<file path="config.mk">
export PLATFORM = sky130hd
export DESIGN_NAME = ildl_ctrl
export DESIGN_NICKNAME = d
export VERILOG_FILES = /design/src/hdl/ildl_pkg.sv /design/src/hdl/ildl_ctrl.sv
export SDC_FILE = /design/constraint.sdc
export NUM_CORES = 1
export LEC_CHECK = 0
export BUFFER_PORTS_ARGS = -buffer_cell sky130_fd_sc_hd__buf_2
export CAP_MARGIN = 30
export CORE_AREA = 2 2 39 41
export CTS_BUF_LIST = sky130_fd_sc_hd__clkbuf_8
export DETAILED_ROUTE_END_ITERATION = 10
export DIE_AREA = 0 0 41 43
export PLACE_DENSITY = 0.41
export SYNTH_ARGS = -nofsm -noshare
export SYNTH_HDL_FRONTEND = slang
export SYNTH_SLANG_ARGS = --single-unit
</file>
<file path="constraint.sdc">
create_clock -name clock -period 1.2 [get_ports clock]
set_clock_uncertainty 0.2 [all_clocks]
set_input_delay 0.06 -clock clock [delete_from_list [all_inputs] [get_ports clock]]
set_output_delay 0.06 -clock clock [all_outputs]
set_load 0.03 [all_outputs]
</file>
<file path="src/hdl/ildl_pkg.sv">
// Shared types and constants for the indexed doubly linked list.
package ildl_pkg;

   localparam int ID_W       = 10;
   localparam int NODE_COUNT = 1023;
   localparam int MEM_DEPTH  = NODE_COUNT + 1;
   localparam int MEM_AW     = $clog2(MEM_DEPTH);

   typedef logic [ID_W-1:0] id_type;

   typedef enum logic [1:0] {
      CMD_INSERT = 2'd0,
      CMD_REMOVE = 2'd1,
      CMD_READ   = 2'd2,
      CMD_NOP    = 2'd3
   } cmd_type;

   typedef enum logic [1:0] {
      ST_OK     = 2'd0,
      ST_ID     = 2'd1,
      ST_ANCHOR = 2'd2,
      ST_EMPTY  = 2'd3
   } status_type;

   typedef enum logic [2:0] {
      S_CLEAR,
      S_IDLE,
      S_FETCH,
      S_EXEC,
      S_LINK,
      S_DONE
   } state_type;

   // controller -> datapath
   typedef struct packed {
      logic clear_en;
      logic accept;
      logic exec;
      logic link;
      logic load_rsp;
   } ctl_cmd_type;

   // datapath -> controller
   typedef struct packed {
      logic clear_done;
      logic ins_ok;
      logic slot_free;
   } ctl_stat_type;

endpackage

</file>
<file path="src/hdl/ildl_ctrl.sv">
// Sequencer for the clearing pass and the per-command steps.
module ildl_ctrl
   import ildl_pkg::*;
(
   input  logic         clock,
   input  logic         reset,
   input  logic         req_valid,
   output logic         req_ready,
   input  ctl_stat_type stat,
   output ctl_cmd_type  cmd
);

   state_type state_ff, state_in;

   always_ff @(posedge clock) begin
      if (reset) begin
         state_ff <= S_CLEAR;
      end else begin
         state_ff <= state_in;
      end
   end

   always_comb begin
      state_in = state_ff;
      case (state_ff)
         S_CLEAR: begin
            if (stat.clear_done) state_in = S_IDLE;
         end
         S_IDLE: begin
            if (req_valid) state_in = S_FETCH;
         end
         S_FETCH: state_in = S_EXEC;
         S_EXEC: begin
            state_in = stat.ins_ok ? S_LINK : S_DONE;
         end
         S_LINK: state_in = S_DONE;
         S_DONE: begin
            if (stat.slot_free) state_in = S_IDLE;
         end
         default: state_in = S_CLEAR;
      endcase
   end

   always_comb begin
      cmd       = '0;
      req_ready = 1'b0;
      case (state_ff)
         S_CLEAR: cmd.clear_en = 1'b1;
         S_IDLE: begin
            req_ready  = 1'b1;
            cmd.accept = req_valid;
         end
         S_EXEC:  cmd.exec = 1'b1;
         S_LINK:  cmd.link = 1'b1;
         S_DONE:  cmd.load_rsp = stat.slot_free;
         default: cmd = '0;
      endcase
   end

endmodule

</file>
==> metrics <==
highest clock rate=between 0.7 and 0.8 GHz; share of cells above drive strength 1=80.0%; Critical Path AT=1150 ps; starting density of the core=11.9%; commonest cells after routing, fill and taps aside=buf_6, buf_4, buf_2; Largest register FFs=3; grt ovf=0; met3 usage in global routing=4.71%; number of synthesized register bits=3; Final HPWL DP=roughly 390 µm; Final TNS setup=-1280 ps; grt met2 use=12.2%; Total GRT Usage=approximately 9.2%; ANT nets after route=0; Port-buffer cells=11; worst hold path type=input port to flop; Slew @ Worst Pin=208 ps; Sw Share=27.6%; Startpoint Class=flop; Top reg by flops=state_ff; CP Capture Type=primary output; Detailed Routing Iterations Pass 1=4; largest cells by area after synthesis=dfxtp_1, nor2_1, a221o_1; Die W=between 40 and 50 µm; post-placement cell count=51; Reg power frac=19.0%; Post-Route WL=691 µm; Max Root-Sink Buffers=2; Placement Rows=14; Sw Pwr=around 170 µW; CTS Buf Count=3; outcome=finished, violations left; Max IR drop VDD=around 0.48 mV; CP max FO=3; synth unique cells=14; antenna violations before repair=0; clock share of power=between 40 and 50%; Fin. Hold Viols=0; Die Span Y=~43 µm; Critical Path RT=940 ps; Root Driver=clkbuf_8; combinational group share of total power=between 30% and 40%; biggest area consumer among synthesized cells=dfxtp_1; clock sink count=3; Synth Instances=20; Remaining DRCs=0; PD cells=1100 nW/µm²; Power, Total=633 µW; crit share post-route=118%; clk_lat worst skew=between 200 and 250 ps; Layout Cells excl Fill=66; r2r setup slk=-140 ps; H-tree levels=1; synthesized area per cell=8.26 µm²; IO Pins=12; Synth-to-Final Area Change=248%; Synthesis Warnings=0; gpl congestion=0.683; unrepaired setup endpoints after global routing=yes; Antenna diodes=0; max-slew violation count=0; internal power=458 µW; drt wl/cell=10.5 µm; commonest non-fill, non-tap cell in the layout=buf_6; vias per cell=between 4 and 5; Post-Syn Area=165 µm²; Starting DRT DRC Count=6; max_cap viols=0; die area=1760 µm²; Filler cells=132; first-pass GRT wire length=around 1 mm; Core ar.=roughly 1400 µm²; M1 GR Usage=10.3%; Slew headroom=86.1%; Leak=0.000251 µW; CTS tree=yes; largest registers=state_ff (3); clock-pin transition on the worst setup and hold timing paths=30 ps; Final WS setup=-213 ps; failing checks=negative setup slack; vias in the first global route=266; post-synthesis sequential area ratio=a little over a third; Final min period=1410 ps; nets=57; DR vias=271; syn_nets=26; busiest layer in global routing=met2; final setup vio count=8; largest net degree at the start of global routing=6; post-synth top area share=36.4%; kind of critical path=flop to primary output
-- cell families (layout without fill, tap and decap cells) --
logic type / Yosys count / after routing / synth area share [%]
AOI/OAI and AO/OA: 4 / 4 / 19.7
and+or+nand+nor: 11 / 11 / 39.4
DFF: 3 / 3 / 36.4
buffers and inverters: 2 / 32 / 4.55
-- per-layer routing --
metal / vias up / routed length, µm
met5: - / 0
met4: 0 / 0
met3: 0 / 63
met2: 14 / 359
met1: 122 / 267
li1: 135 / -
-- synthesized netlist by cell type, drive strengths merged --
cell    number
dfxtp        3
o21a         1
nor3b        1
a221o        1
nand2        2
nand3b       1
a311oi       1
and2         1
nor2         3
and3b        1
a31oi        1
inv          2
nor3         2
-- final timing paths --
check / startpoint / endpoint / cells after the start
setup / recovery: state_ff[1] / cmd[2] / 4
hold / removal: stat[2] / state_ff[0] / 4
setup reg to reg: state_ff[2] / state_ff[0] / 4
hold reg to reg: state_ff[2] / state_ff[1] / 2
-- layout make-up --
class | instances | area, µm² | area share, %
Timing Repair Buffer | 26 | 259 | 45.0
Multi-Input combinational cell | 15 | 160 | 27.8
Clock inverter | 1 | 3.75 | 0.652
Inverter | 2 | 20.0 | 3.48
Clock buffer | 3 | 41.3 | 7.17
Sequential cell | 3 | 71.3 | 12.4
Tap cell | 16 | 20.0 | 3.48
-- per-stage QoR --
stage          cell area (µm²)  worst slack (ps)  util [%]  hold slack [ps]
2_1_floorplan              191              -206         -            -75.0
3_3_place_gp               309             -52.3      22.3             55.9
3_5_place_dp               309             -63.9      22.3             58.1
4_1_cts                    489              -215      35.4            -5.82
5_1_grt                    576              -274      41.6             65.0
6_report                   576              -213      41.6             27.2
-- power groups by stage --
stage,clock network [µW],registers (µW),logic (µW)
5_1_grt,306,121,246
6_report,282,120,231
3_5_place_dp,0,123,126
2_1_floorplan,0,126,72.7
3_3_place_gp,0,123,125
4_1_cts,294,120,191
-- worst max-delay path, cell delays in order, from the launching register on --
cell and delay (ps):
dfxtp_4 350, buf_12 130, buf_12 120, and3b_2 200, buf_6 140
-- repair_timing --
action,CTS,global route
hold buffers,2,0
pin swaps,3,4
endpoints found under the setup margin,8,9
resized for setup,17,14
buffers inserted,6,3
endpoints found under the hold margin,3,0
No activity file was read; power rests on OpenSTA's default activity.
